### config.mk
export PLATFORM = sky130hd
export DESIGN_NAME = block_heap_allocator_flat
export DESIGN_NICKNAME = d
export VERILOG_FILES = /design/src/rtl/bha_pkg.sv /design/src/rtl/bha_ifs.sv /design/src/rtl/bha_engine.sv /design/src/rtl/block_heap_allocator.sv /design/src/flat_wrapper.sv
export SDC_FILE = /design/constraint.sdc
export NUM_CORES = 2
export LEC_CHECK = 0
export ABC_AREA = 0
export BUFFER_PORTS_ARGS = -buffer_cell sky130_fd_sc_hd__buf_2
export CORE_MARGIN = 3
export CORE_UTILIZATION = 30
export DETAILED_ROUTE_END_ITERATION = 7
export PLACE_DENSITY_LB_ADDON = 0.2
export SYNTH_ARGS = -nofsm -noshare
export SYNTH_HDL_FRONTEND = slang
export SYNTH_SLANG_ARGS = --single-unit
### constraint.sdc
create_clock -name clock -period 6.6 [get_ports clock]
set_input_delay 0 -clock clock [delete_from_list [all_inputs] [get_ports clock]]
set_output_delay 0 -clock clock [all_outputs]
set_load 0.02 [all_outputs]
### src/rtl/bha_pkg.sv
// Block heap allocator: shared constants, operation and status codes.
// No dependencies; imported by every module of the block.
`timescale 1ns / 1ps

package bha_pkg;

   localparam int OWN_W = 8;
   localparam int OP_W  = 3;
   localparam int ST_W  = 3;

   localparam int DEF_MAX_BLOCKS    = 64;
   localparam int DEF_MAX_HEAP_BYTES = 131072;

   localparam int HDR_BYTES   = 16;
   localparam int SPLIT_MIN   = 24;
   localparam int MIN_PAYLOAD = 8;
   localparam int HEAP_MIN    = 2048;
   localparam int HEAP_RESET  = 65536;
   localparam int OWNER_MAX   = 25;

   typedef enum logic [OP_W-1:0] {
      OP_ALLOC     = 3'd0,
      OP_FREE      = 3'd1,
      OP_FREE_OWN  = 3'd2,
      OP_EXISTS    = 3'd3,
      OP_RENAME    = 3'd4,
      OP_CHECK     = 3'd5
   } op_type;

   typedef enum logic [ST_W-1:0] {
      ST_OK       = 3'd0,
      ST_BAD_REQ  = 3'd1,
      ST_NO_FIT   = 3'd2,
      ST_BAD_FREE = 3'd3,
      ST_INCONS   = 3'd4,
      ST_FULL     = 3'd5
   } status_type;

   localparam logic CSR_FIT_MODE  = 1'b0;
   localparam logic CSR_HEAP_SIZE = 1'b1;

endpackage

### src/rtl/bha_ifs.sv
// Block heap allocator: request and response channel interfaces.
// Depends on bha_pkg for field widths.
`timescale 1ns / 1ps

interface bha_req_if #(parameter int LEN_W = 18, parameter int OFF_W = 17);
   import bha_pkg::*;
   logic                valid;
   logic                ready;
   logic [OP_W-1:0]     operation;
   logic [LEN_W-1:0]    request_bytes;
   logic [OWN_W-1:0]    owner_id;
   logic [OWN_W-1:0]    new_owner_id;
   logic [OFF_W-1:0]    payload_offset;
   modport source (output valid, operation, request_bytes, owner_id, new_owner_id,
                   payload_offset, input ready);
   modport sink   (input valid, operation, request_bytes, owner_id, new_owner_id,
                   payload_offset, output ready);
endinterface

interface bha_rsp_if #(parameter int LEN_W = 18, parameter int OFF_W = 17);
   import bha_pkg::*;
   logic                valid;
   logic                ready;
   logic [ST_W-1:0]     status;
   logic [OFF_W-1:0]    result_offset;
   logic                found;
   logic [LEN_W-1:0]    free_total;
   modport source (output valid, status, result_offset, found, free_total, input ready);
   modport sink   (input valid, status, result_offset, found, free_total, output ready);
endinterface

### src/rtl/bha_engine.sv
// Block heap allocator: block table memory and the sequencer that walks it.
// Depends on bha_pkg and bha_ifs; configuration comes from the top level.
`timescale 1ns / 1ps

module bha_engine #(
   parameter int MAX_BLOCKS     = bha_pkg::DEF_MAX_BLOCKS,
   parameter int MAX_HEAP_BYTES = bha_pkg::DEF_MAX_HEAP_BYTES
) (
   input  logic                                   clock,
   input  logic                                   reset,
   input  logic                                   fit_mode,
   input  logic [$clog2(MAX_HEAP_BYTES+1)-1:0]    heap_bytes,
   input  logic                                   init_req,
   output logic                                   init_ack,
   bha_req_if.sink                                req,
   bha_rsp_if.source                              rsp
);
   import bha_pkg::*;

   localparam int LEN_W = $clog2(MAX_HEAP_BYTES+1);
   localparam int OFF_W = $clog2(MAX_HEAP_BYTES);
   localparam int SZ_W  = LEN_W + 1;
   localparam int IDX_W = $clog2(MAX_BLOCKS);
   localparam int CNT_W = $clog2(MAX_BLOCKS+1);
   localparam int SUM_W = LEN_W + IDX_W + 1;
   localparam int ENT_W = OFF_W + LEN_W + OWN_W;

   typedef enum logic [11:0] {
      S_IDLE     = 12'b000000000001,
      S_INIT     = 12'b000000000010,
      S_SCAN     = 12'b000000000100,
      S_DECIDE   = 12'b000000001000,
      S_TAKE     = 12'b000000010000,
      S_SHRD     = 12'b000000100000,
      S_SHWR     = 12'b000001000000,
      S_SPLIT_HI = 12'b000010000000,
      S_SPLIT_LO = 12'b000100000000,
      S_PASS     = 12'b001000000000,
      S_PASSEND  = 12'b010000000000,
      S_RESP     = 12'b100000000000
   } state_type;

   // table memory
   logic [ENT_W-1:0] mem [MAX_BLOCKS];
   logic [ENT_W-1:0] rdata_ff;
   logic [IDX_W-1:0] raddr, waddr;
   logic [ENT_W-1:0] wdata;
   logic             we;

   always_ff @(posedge clock) begin
      if (we) begin
         mem[waddr] <= wdata;
      end
      rdata_ff <= mem[raddr];
   end

   state_type         state_ff, state_in;
   logic [OP_W-1:0]   op_ff, op_in;
   logic [SZ_W-1:0]   size_ff, size_in;
   logic [OWN_W-1:0]  own_ff, own_in, nown_ff, nown_in;
   logic [OFF_W-1:0]  pay_ff, pay_in;
   logic [CNT_W-1:0]  cnt_ff, cnt_in, rd_ff, rd_in, j_ff, j_in;
   logic              dv_ff, dv_in;
   logic [IDX_W-1:0]  ep_ff, ep_in, best_ff, best_in, wr_ff, wr_in;
   logic              have_ff, have_in, stop_ff, stop_in, hit_ff, hit_in, bad_ff, bad_in;
   logic [OFF_W-1:0]  bstart_ff, bstart_in;
   logic [LEN_W-1:0]  blen_ff, blen_in;
   logic [OWN_W-1:0]  hown_ff, hown_in;
   logic [SUM_W-1:0]  pos_ff, pos_in, used_ff, used_in, unused_ff, unused_in;
   logic [ENT_W-1:0]  pend_ff, pend_in;
   logic              phave_ff, phave_in;
   logic              rv_ff, rv_in, rfound_ff, rfound_in;
   logic [ST_W-1:0]   rst_ff, rst_in;
   logic [OFF_W-1:0]  roff_ff, roff_in;
   logic [LEN_W-1:0]  rfree_ff, rfree_in;

   logic              acc;
   logic [OFF_W-1:0]  e_start;
   logic [LEN_W-1:0]  e_len;
   logic [OWN_W-1:0]  e_own, t_own;
   logic [SZ_W-1:0]   rnd, rem, heap_w;
   logic [SUM_W-1:0]  heap_s;

   assign acc      = req.valid && req.ready;
   assign req.ready = (state_ff == S_IDLE) && !init_req;
   assign init_ack = (state_ff == S_INIT);
   assign e_start  = rdata_ff[ENT_W-1 -: OFF_W];
   assign e_len    = rdata_ff[OWN_W +: LEN_W];
   assign e_own    = rdata_ff[OWN_W-1:0];
   assign rem      = SZ_W'(blen_ff) - size_ff;
   assign heap_w   = SZ_W'(heap_bytes);
   assign heap_s   = SUM_W'(heap_bytes);

   assign rsp.valid         = rv_ff;
   assign rsp.status        = rst_ff;
   assign rsp.result_offset = roff_ff;
   assign rsp.found         = rfound_ff;
   assign rsp.free_total    = rfree_ff;

   always_comb begin
      // pass transform of the owner field
      t_own = e_own;
      if (op_ff == OP_FREE && ep_ff == best_ff) begin
         t_own = '0;
      end else if (op_ff == OP_FREE_OWN && e_own == own_ff) begin
         t_own = '0;
      end else if (op_ff == OP_RENAME && e_own == own_ff) begin
         t_own = nown_ff;
      end
      rnd = (SZ_W'(req.request_bytes) + SZ_W'(3)) & ~SZ_W'(3);
      if (rnd < SZ_W'(MIN_PAYLOAD)) begin
         rnd = SZ_W'(MIN_PAYLOAD);
      end
   end

   always_comb begin
      state_in = state_ff;
      op_in = op_ff; size_in = size_ff; own_in = own_ff; nown_in = nown_ff; pay_in = pay_ff;
      cnt_in = cnt_ff; rd_in = rd_ff; j_in = j_ff; dv_in = 1'b0; ep_in = ep_ff;
      best_in = best_ff; wr_in = wr_ff; have_in = have_ff; stop_in = stop_ff;
      hit_in = hit_ff; bad_in = bad_ff; bstart_in = bstart_ff; blen_in = blen_ff;
      hown_in = hown_ff; pos_in = pos_ff; used_in = used_ff; unused_in = unused_ff;
      pend_in = pend_ff; phave_in = phave_ff;
      rv_in = rv_ff; rst_in = rst_ff; roff_in = roff_ff; rfound_in = rfound_ff;
      rfree_in = rfree_ff;
      raddr = rd_ff[IDX_W-1:0];
      we = 1'b0; waddr = best_ff; wdata = '0;

      unique case (state_ff)
         S_IDLE: begin
            if (init_req) begin
               state_in = S_INIT;
            end else if (acc) begin
               op_in = req.operation; own_in = req.owner_id; nown_in = req.new_owner_id;
               pay_in = req.payload_offset;
               size_in = rnd + SZ_W'(HDR_BYTES);
               rd_in = '0; have_in = 1'b0; stop_in = 1'b0; hit_in = 1'b0; bad_in = 1'b0;
               pos_in = '0; used_in = '0; unused_in = '0; phave_in = 1'b0; wr_in = '0;
               rst_in = ST_OK; roff_in = '0; rfound_in = 1'b0; rfree_in = '0;
               state_in = S_SCAN;
               case (req.operation)
                  OP_ALLOC: begin
                     if (req.request_bytes == '0 || req.owner_id == '0) begin
                        rst_in = ST_BAD_REQ; rv_in = 1'b1; state_in = S_RESP;
                     end
                  end
                  OP_FREE: begin
                     if (req.payload_offset < OFF_W'(HDR_BYTES)) begin
                        rst_in = ST_BAD_FREE; rv_in = 1'b1; state_in = S_RESP;
                     end
                  end
                  OP_FREE_OWN: begin
                     if (req.owner_id != '0 && req.owner_id <= OWN_W'(OWNER_MAX)) begin
                        state_in = S_PASS;
                     end
                  end
                  OP_EXISTS, OP_CHECK: ;
                  OP_RENAME: begin
                     if (req.owner_id == '0 || req.new_owner_id == '0) begin
                        rst_in = ST_BAD_REQ; rv_in = 1'b1; state_in = S_RESP;
                     end else begin
                        state_in = S_PASS;
                     end
                  end
                  default: begin
                     rst_in = ST_BAD_REQ; rv_in = 1'b1; state_in = S_RESP;
                  end
               endcase
            end
         end
         S_INIT: begin
            we = 1'b1; waddr = '0;
            wdata = {OFF_W'(0), heap_bytes, OWN_W'(0)};
            cnt_in = CNT_W'(1);
            state_in = S_IDLE;
         end
         S_SCAN: begin
            if (rd_ff < cnt_ff) begin
               dv_in = 1'b1; ep_in = rd_ff[IDX_W-1:0]; rd_in = rd_ff + CNT_W'(1);
            end else if (!dv_ff) begin
               state_in = S_DECIDE;
            end
            if (dv_ff) begin
               case (op_ff)
                  OP_ALLOC: begin
                     if (!stop_ff && e_own == '0 && SZ_W'(e_len) >= size_ff) begin
                        if (!fit_mode) begin
                           have_in = 1'b1; stop_in = 1'b1; best_in = ep_ff;
                           bstart_in = e_start; blen_in = e_len;
                        end else if (!have_ff || e_len < blen_ff) begin
                           have_in = 1'b1; best_in = ep_ff;
                           bstart_in = e_start; blen_in = e_len;
                           stop_in = (SZ_W'(e_len) - size_ff) < SZ_W'(SPLIT_MIN);
                        end
                     end
                  end
                  OP_FREE: begin
                     if (!hit_ff && e_start == pay_ff - OFF_W'(HDR_BYTES)) begin
                        hit_in = 1'b1; best_in = ep_ff; hown_in = e_own;
                     end
                  end
                  OP_CHECK: begin
                     if (SUM_W'(e_start) != pos_ff) begin
                        bad_in = 1'b1;
                     end
                     pos_in = pos_ff + SUM_W'(e_len);
                     if (e_own != '0) begin
                        used_in = used_ff + SUM_W'(e_len);
                     end else begin
                        unused_in = unused_ff + SUM_W'(e_len);
                     end
                  end
                  default: begin
                     if (e_own == own_ff) begin
                        hit_in = 1'b1;
                     end
                  end
               endcase
            end
         end
         S_DECIDE: begin
            rv_in = 1'b1; state_in = S_RESP;
            case (op_ff)
               OP_ALLOC: begin
                  if (!have_ff) begin
                     rst_in = ST_NO_FIT;
                  end else if (rem >= SZ_W'(SPLIT_MIN)) begin
                     if (cnt_ff >= CNT_W'(MAX_BLOCKS)) begin
                        rst_in = ST_FULL;
                     end else begin
                        rv_in = 1'b0; j_in = cnt_ff; state_in = S_SHRD;
                     end
                  end else begin
                     rv_in = 1'b0; state_in = S_TAKE;
                  end
               end
               OP_FREE: begin
                  if (!hit_ff || hown_ff == '0 || hown_ff > OWN_W'(OWNER_MAX)) begin
                     rst_in = ST_BAD_FREE;
                  end else begin
                     rv_in = 1'b0; rd_in = '0; state_in = S_PASS;
                  end
               end
               OP_FREE_OWN: begin
                  rst_in = hit_ff ? ST_BAD_FREE : ST_OK;
               end
               OP_EXISTS: begin
                  rfound_in = hit_ff;
               end
               default: begin
                  if (bad_ff || pos_ff != heap_s || used_ff > heap_s
                      || heap_s - used_ff != unused_ff) begin
                     rst_in = ST_INCONS;
                  end else begin
                     rfree_in = unused_ff[LEN_W-1:0];
                  end
               end
            endcase
         end
         S_TAKE: begin
            we = 1'b1; waddr = best_ff; wdata = {bstart_ff, blen_ff, own_ff};
            roff_in = bstart_ff + OFF_W'(HDR_BYTES);
            rv_in = 1'b1; state_in = S_RESP;
         end
         S_SHRD: begin
            raddr = IDX_W'(j_ff - CNT_W'(1));
            if (j_ff > CNT_W'(best_ff) + CNT_W'(1)) begin
               state_in = S_SHWR;
            end else begin
               state_in = S_SPLIT_HI;
            end
         end
         S_SHWR: begin
            we = 1'b1; waddr = j_ff[IDX_W-1:0]; wdata = rdata_ff;
            j_in = j_ff - CNT_W'(1);
            state_in = S_SHRD;
         end
         S_SPLIT_HI: begin
            we = 1'b1; waddr = best_ff + IDX_W'(1);
            wdata = {bstart_ff + size_ff[OFF_W-1:0], rem[LEN_W-1:0], OWN_W'(0)};
            state_in = S_SPLIT_LO;
         end
         S_SPLIT_LO: begin
            we = 1'b1; waddr = best_ff; wdata = {bstart_ff, size_ff[LEN_W-1:0], own_ff};
            cnt_in = cnt_ff + CNT_W'(1);
            roff_in = bstart_ff + OFF_W'(HDR_BYTES);
            rv_in = 1'b1; state_in = S_RESP;
         end
         S_PASS: begin
            if (rd_ff < cnt_ff) begin
               dv_in = 1'b1; ep_in = rd_ff[IDX_W-1:0]; rd_in = rd_ff + CNT_W'(1);
            end else if (!dv_ff) begin
               state_in = S_PASSEND;
            end
            if (dv_ff) begin
               if (!phave_ff) begin
                  phave_in = 1'b1; pend_in = {e_start, e_len, t_own};
               end else if (op_ff != OP_RENAME && pend_ff[OWN_W-1:0] == '0 && t_own == '0) begin
                  pend_in[OWN_W +: LEN_W] = pend_ff[OWN_W +: LEN_W] + e_len;
               end else begin
                  we = 1'b1; waddr = wr_ff; wdata = pend_ff;
                  wr_in = wr_ff + IDX_W'(1);
                  pend_in = {e_start, e_len, t_own};
               end
            end
         end
         S_PASSEND: begin
            we = 1'b1; waddr = wr_ff; wdata = pend_ff;
            cnt_in = CNT_W'(wr_ff) + CNT_W'(1);
            rst_in = ST_OK; rv_in = 1'b1; state_in = S_RESP;
         end
         S_RESP: begin
            if (rsp.ready) begin
               rv_in = 1'b0; state_in = S_IDLE;
            end
         end
         default: state_in = S_IDLE;
      endcase
   end

   always_ff @(posedge clock) begin
      if (reset) begin
         state_ff <= S_IDLE;
         cnt_ff   <= CNT_W'(1);
         dv_ff    <= 1'b0;
         rv_ff    <= 1'b0;
      end else begin
         state_ff <= state_in;
         cnt_ff   <= cnt_in;
         dv_ff    <= dv_in;
         rv_ff    <= rv_in;
      end
      op_ff <= op_in; size_ff <= size_in; own_ff <= own_in; nown_ff <= nown_in;
      pay_ff <= pay_in; rd_ff <= rd_in; j_ff <= j_in; ep_ff <= ep_in; best_ff <= best_in;
      wr_ff <= wr_in; have_ff <= have_in; stop_ff <= stop_in; hit_ff <= hit_in;
      bad_ff <= bad_in; bstart_ff <= bstart_in; blen_ff <= blen_in; hown_ff <= hown_in;
      pos_ff <= pos_in; used_ff <= used_in; unused_ff <= unused_in; pend_ff <= pend_in;
      phave_ff <= phave_in; rst_ff <= rst_in; roff_ff <= roff_in; rfound_ff <= rfound_in;
      rfree_ff <= rfree_in;
   end

   a_cnt_range: assert property (@(posedge clock) disable iff (reset)
      cnt_ff != '0 && cnt_ff <= CNT_W'(MAX_BLOCKS)) else $error("block count out of range");
   a_idle_no_rsp: assert property (@(posedge clock) disable iff (reset)
      state_ff == S_IDLE |-> !rv_ff) else $error("response pending while idle");
   a_accept_busy: assert property (@(posedge clock) disable iff (reset)
      acc |=> state_ff != S_IDLE) else $error("accepted beat left block idle");
   a_split_grows: assert property (@(posedge clock) disable iff (reset)
      state_ff == S_SPLIT_LO |=> cnt_ff == $past(cnt_ff) + CNT_W'(1))
      else $error("split did not add an entry");
endmodule

### src/rtl/block_heap_allocator.sv
// Block heap allocator top level: configuration registers and the engine.
// Depends on bha_pkg, bha_ifs and bha_engine.
`timescale 1ns / 1ps

// One request beat is taken at a time and answered by one response beat.
// Scans walk the block table one entry per cycle through a single memory
// read port. A split allocation moves each later table entry up by a read
// and a write; a free adds a compaction pass over the table. Writing
// heap_bytes reinitialises the table.
module block_heap_allocator #(
   parameter int MAX_BLOCKS     = bha_pkg::DEF_MAX_BLOCKS,
   parameter int MAX_HEAP_BYTES = bha_pkg::DEF_MAX_HEAP_BYTES
) (
   input  logic                                 clock,
   input  logic                                 reset,
   bha_req_if.sink                              req_ch,
   bha_rsp_if.source                            rsp_ch,
   input  logic                                 csr_we,
   input  logic                                 csr_index,
   input  logic [$clog2(MAX_HEAP_BYTES+1)-1:0]  csr_wdata
);
   import bha_pkg::*;

   localparam int LEN_W = $clog2(MAX_HEAP_BYTES+1);

   logic             fit_ff, fit_in;
   logic [LEN_W-1:0] heap_ff, heap_in;
   logic             initp_ff, initp_in;
   logic             init_ack;

   always_comb begin
      fit_in   = fit_ff;
      heap_in  = heap_ff;
      initp_in = initp_ff && !init_ack;
      if (csr_we) begin
         unique case (csr_index)
            CSR_FIT_MODE: fit_in = csr_wdata[0];
            CSR_HEAP_SIZE: begin
               if (csr_wdata < LEN_W'(HEAP_MIN)) begin
                  heap_in = LEN_W'(HEAP_MIN);
               end else if (csr_wdata > LEN_W'(MAX_HEAP_BYTES)) begin
                  heap_in = LEN_W'(MAX_HEAP_BYTES);
               end else begin
                  heap_in = csr_wdata;
               end
               initp_in = 1'b1;
            end
            default: ;
         endcase
      end
   end

   always_ff @(posedge clock) begin
      if (reset) begin
         fit_ff   <= 1'b0;
         heap_ff  <= LEN_W'(HEAP_RESET);
         initp_ff <= 1'b1;
      end else begin
         fit_ff   <= fit_in;
         heap_ff  <= heap_in;
         initp_ff <= initp_in;
      end
   end

   bha_engine #(
      .MAX_BLOCKS     (MAX_BLOCKS),
      .MAX_HEAP_BYTES (MAX_HEAP_BYTES)
   ) u_engine (
      .clock      (clock),
      .reset      (reset),
      .fit_mode   (fit_ff),
      .heap_bytes (heap_ff),
      .init_req   (initp_ff),
      .init_ack   (init_ack),
      .req        (req_ch),
      .rsp        (rsp_ch)
   );
endmodule
### src/flat_wrapper.sv
// flat-port wrapper written by rule: the top's interface ports become plain ports
module block_heap_allocator_flat import bha_pkg::*;
#(
   parameter int MAX_BLOCKS     = bha_pkg::DEF_MAX_BLOCKS,
   parameter int MAX_HEAP_BYTES = bha_pkg::DEF_MAX_HEAP_BYTES
)
  (clock, reset, csr_we, csr_index, csr_wdata, req_ch_valid, req_ch_operation, req_ch_request_bytes, req_ch_owner_id, req_ch_new_owner_id, req_ch_payload_offset, req_ch_ready, rsp_ch_valid, rsp_ch_status, rsp_ch_result_offset, rsp_ch_found, rsp_ch_free_total, rsp_ch_ready);
  bha_req_if req_ch_i ();
  bha_rsp_if rsp_ch_i ();
  input  logic clock;
  input  logic reset;
  input  logic csr_we;
  input  logic csr_index;
  input  logic [$clog2(MAX_HEAP_BYTES+1)-1:0] csr_wdata;
  input wire logic [$bits(req_ch_i.valid)-1:0] req_ch_valid;
  input wire logic [$bits(req_ch_i.operation)-1:0] req_ch_operation;
  input wire logic [$bits(req_ch_i.request_bytes)-1:0] req_ch_request_bytes;
  input wire logic [$bits(req_ch_i.owner_id)-1:0] req_ch_owner_id;
  input wire logic [$bits(req_ch_i.new_owner_id)-1:0] req_ch_new_owner_id;
  input wire logic [$bits(req_ch_i.payload_offset)-1:0] req_ch_payload_offset;
  output wire logic [$bits(req_ch_i.ready)-1:0] req_ch_ready;
  output wire logic [$bits(rsp_ch_i.valid)-1:0] rsp_ch_valid;
  output wire logic [$bits(rsp_ch_i.status)-1:0] rsp_ch_status;
  output wire logic [$bits(rsp_ch_i.result_offset)-1:0] rsp_ch_result_offset;
  output wire logic [$bits(rsp_ch_i.found)-1:0] rsp_ch_found;
  output wire logic [$bits(rsp_ch_i.free_total)-1:0] rsp_ch_free_total;
  input wire logic [$bits(rsp_ch_i.ready)-1:0] rsp_ch_ready;
  assign req_ch_i.valid = req_ch_valid;
  assign req_ch_i.operation = req_ch_operation;
  assign req_ch_i.request_bytes = req_ch_request_bytes;
  assign req_ch_i.owner_id = req_ch_owner_id;
  assign req_ch_i.new_owner_id = req_ch_new_owner_id;
  assign req_ch_i.payload_offset = req_ch_payload_offset;
  assign req_ch_ready = req_ch_i.ready;
  assign rsp_ch_valid = rsp_ch_i.valid;
  assign rsp_ch_status = rsp_ch_i.status;
  assign rsp_ch_result_offset = rsp_ch_i.result_offset;
  assign rsp_ch_found = rsp_ch_i.found;
  assign rsp_ch_free_total = rsp_ch_i.free_total;
  assign rsp_ch_i.ready = rsp_ch_ready;
  block_heap_allocator #(.MAX_BLOCKS(MAX_BLOCKS), .MAX_HEAP_BYTES(MAX_HEAP_BYTES)) u_core (.clock(clock), .reset(reset), .req_ch(req_ch_i), .rsp_ch(rsp_ch_i), .csr_we(csr_we), .csr_index(csr_index), .csr_wdata(csr_wdata));
endmodule
==> flow_summary_export.csv <==
group,metric,value,unit
die,initial_core_util,0.302,
sta,setup_viol,0,
outcome,status,"finished, final reports clean",
final_layout,drive_above_1_share,0.124,
detailed_routing,drc,0,
placed_design,placed_cells,15400,
synth,synthMuxAreaShare,0.0319,
worst_setup_path,critPathMaxFanout,43,
global_routing,grt_pass1_wl,621,mm
power,p_per_area,416,nW/um^2
detailed_routing,drt_iter0_drc,9305,
die,die_area,443000,um^2
worst_setup_path,reg2reg_from,"u_core.u_engine.rdata_ff[3]",
worst_setup_path,arrival,5.93,ns
placed_design,port_buffers,118,
worst_setup_path,worstRegToRegCells,12,
synth,yosys_warnings,0,
die,row_count,241,
final_layout,final_common_cell,"edfxtp_1",
worst_setup_path,startpoint_type,"flip-flop",
job,cap_violations,0,
synth,synth_xor_xnor_area_share,0.0166,
detailed_routing,drt-total-wl,437,mm
sta,period_needed,5.42,ns
global_routing,grt_pass1_vias,83500,
clock_network,root_buffer,"clkbuf_16",
synth,synth-adder-area-share,0.0180,
sta,max_freq,185,MHz
worst_setup_path,endpoint,"u_core.u_engine.mem[58][3]",
synth,synth_compound_area_frac,0.0724,
worst_setup_path,required,7.12,ns
global_routing,grt_max_degree,111,
die,die_w,665,um
die,core,432000,um^2
die,io_pins,119,
sta,finalHoldViolations,0,
clock_network,tritoncts,"done",
detailed_routing,postRouteAntennaNets,0,
synth,synth_top_family_by_area,"simple AND/OR/NAND/NOR gates",
sta,setup_tns,0,ns
die,fp.dieH,665,um
synth,synth_fp_nets,9993,
final_layout,post-route-util,0.357,
global_routing,grt_usage,0.191,
synth,synthesis.instances,9733,
synth,async_reset_ff_frac,0,
placed_design,gp_congestion,0.868,
sta,fin_crit_sh,0.820,
synth,syn_area,130000,um^2
power,leakagePower,49.9,nW
global_routing,grt-ovfl-total,0,
synth,yosysSeqAreaShare,0.713,
final_layout,final_cell_mix,"edfxtp_1 (3,042), nand2_1 (2,303), nor2_1 (489)",
synth,synth-seq-cells,3126,
synth,synthSimpleGateAreaFrac,0.128,
clock_network,cts_sinks,3126,
synth,syn_avg_cell_area,13.4,um^2
synth,post_synth_num_cell_types,84,
detailed_routing,vias_per_cell,5.27,
sta,rsz0062_at_grt,"no",
placed_design,hpwlAfterDp,270,mm
sta,maxSlewHeadroom,0.0964,
clock_network,cts_buffer_depth,4,
worst_setup_path,reg2reg_slack,1.18,ns
clock_network,clk_pin_slew,0.06,ns
sta,fin_worst_skew,0.0877,ns
detailed_routing,wl_per_cell,26.9,um
sta,tightest_slew,1.36,ns
worst_setup_path,reg2reg_to,"u_core.u_engine.mem[58][3]",
final_layout,final_nets,10500,
final_layout,stdcell_count,16200,
detailed_routing,vias,85400,
synth,synth_flop_cell,"edfxtp_1",
worst_setup_path,crit_type,"flip-flop to flip-flop",
worst_hold_path,hold_path_class,"input pin to flip-flop",
clock_network,clk_latency,0.93,ns
clock_network,post_cts_resized,0,
sta,maxSlewViolCount,0,
clock_network,numCtsBuffers,339,
final_layout,area_growth,18.0,%
worst_setup_path,end_kind,"flip-flop",
clock_network,htree_levels,5,
power,max-vdd-ir-drop,0.267,mV
global_routing,antenna_found_initial,47,
detailed_routing,first_pass_iters,8,
sta,holdWs,0.0646,ns
worst_setup_path,cp-startpoint,"u_core.u_engine.rdata_ff[3]",
synth,synth_edf_count,3042,
[power by group]
group / switching [mW] / total (mW) / internal, mW
combinational: 14.7 / 21.5 / 6.79
sequential: 1.01 / 23.5 / 22.4
clock: 8.01 / 19.0 / 11.0
total: 23.7 / 64.0 / 40.3
[kinds of logic after synthesis]
group                    count (synthesis)
XOR/XNOR                               247
adder cells (fa/ha/maj)                183
AND/OR/NAND/NOR                       3885
AO/OA/AOI/OAI                         1426
multiplexers                           199
buffers and inverters                  667
flip-flops                            3126
[Yosys cell counts (all sizes together), types with 10 or more instances]
| cell | count | area [um^2] |
|---|---|---|
| a211oi | 29 | 218 |
| a21o | 40 | 300 |
| a21oi | 122 | 614 |
| a221oi | 11 | 109 |
| a222oi | 27 | 270 |
| a22o | 20 | 175 |
| a22oi | 21 | 158 |
| a311oi | 174 | 1520 |
| a31oi | 193 | 1210 |
| and2 | 42 | 263 |
| and3 | 193 | 1210 |
| buf | 78 | 334 |
| clkbuf | 453 | 1700 |
| dfxtp | 84 | 1680 |
| edfxtp | 3042 | 91300 |
| ha | 174 | 2180 |
| inv | 136 | 510 |
| mux2i | 22 | 220 |
| mux4 | 173 | 3900 |
| nand2 | 2317 | 8700 |
| nand2b | 29 | 181 |
| nand3 | 414 | 2070 |
| nand3b | 10 | 75.1 |
| nand4 | 43 | 269 |
| nor2 | 556 | 2090 |
| nor2b | 29 | 181 |
| nor3 | 66 | 330 |
| nor3b | 17 | 133 |
| nor4 | 42 | 278 |
| o2111ai | 15 | 131 |
| o21a | 29 | 218 |
| o21ai | 304 | 1520 |
| o22ai | 348 | 2180 |
| o31ai | 13 | 103 |
| or2 | 13 | 81.3 |
| or3 | 23 | 144 |
| or4 | 60 | 454 |
| xnor2 | 137 | 1200 |
| xor2 | 110 | 963 |
[final cells by class]
cell class / instances / area (um^2)
flip-flops and latches: 3126 / 93000
fillers: 41400 / 278000
diodes: 28 / 70.1
repair buffers: 665 / 6350
well taps: 5710 / 7140
multi-input cells: 5940 / 35800
inverters: 136 / 517
clock buffers: 444 / 9280
clock inverters: 173 / 1730
[critical path, stage by stage, from the launching register on]
cell and delay [ns]:
dfxtp_1 0.37, or4_1 0.53, nor4_1 0.59, o31ai_1 0.16
a21oi_1 0.45, o311ai_4 0.31, nor4_4 0.56, a21oi_2 0.19
a21boi_0 0.41, nand2_1 0.63, buf_4 0.37, nor2_4 0.10
buf_12 0.28
[stage by stage]
| stage | power [mW] | area, um^2 | setup slack, ns |
|---|---|---|---|
| 4_1_cts | 64.4 | 154000 | 1.19 |
| 2_1_floorplan | 36.0 | 130000 | 0.826 |
| 3_3_place_gp | 45.1 | 141000 | 1.22 |
| 6_report | 64.0 | 154000 | 1.18 |
| 5_1_grt | 67.0 | 154000 | 0.867 |
| 3_5_place_dp | 45.2 | 141000 | 1.24 |
[routing by layer]
layer	up-vias	share of wire	track usage
met2	3047	0.46	0.307
met5	-	0.00021	0
met1	44200	0.44	0.268
met3	599	0.069	0.0300
li1	37600	-	-
met4	14	0.029	0.0557
[flip-flops by register name, summed over array words and instances (netlist names), 18 cells and up]
signal                          flops
u_core.u_engine.rdata_ff           43
u_core.u_engine.mem              2752
u_core.u_engine.blen_ff            18
u_core.u_engine.pend_ff            43
u_core.u_engine.pos_ff             25
u_core.heap_ff                     18
u_core.u_engine.unused_ff          25
u_core.u_engine.used_ff            25
u_core.u_engine.rsp.free_total     18
[repair_timing]
action	in CTS	in global routing
endpoints found under the hold margin	111	0
setup buffers	0	0
hold buffers	184	0
[worst min path at each step]
| stage | startpoint | end | slack [ns] | depth (start not counted) |
|---|---|---|---|---|
| 2_1_floorplan | req_ch_new_owner_id[0] | u_core.u_engine.nown_ff[0] | 0.1 | 0 |
| 3_3_place_gp | req_ch_payload_offset[0] | u_core.u_engine.pay_ff[0] | 0.18 | 1 |
| 3_5_place_dp | req_ch_payload_offset[2] | u_core.u_engine.pay_ff[2] | 0.19 | 1 |
| 4_1_cts | reset | u_core.u_engine.dv_ff | 0.003 | 3 |
| 5_1_grt | req_ch_owner_id[2] | u_core.u_engine.own_ff[2] | 0.07 | 2 |
| 6_report | req_ch_request_bytes[17] | u_core.u_engine.size_ff[17] | 0.06 | 4 |
Power figures use the tool's default switching activity.
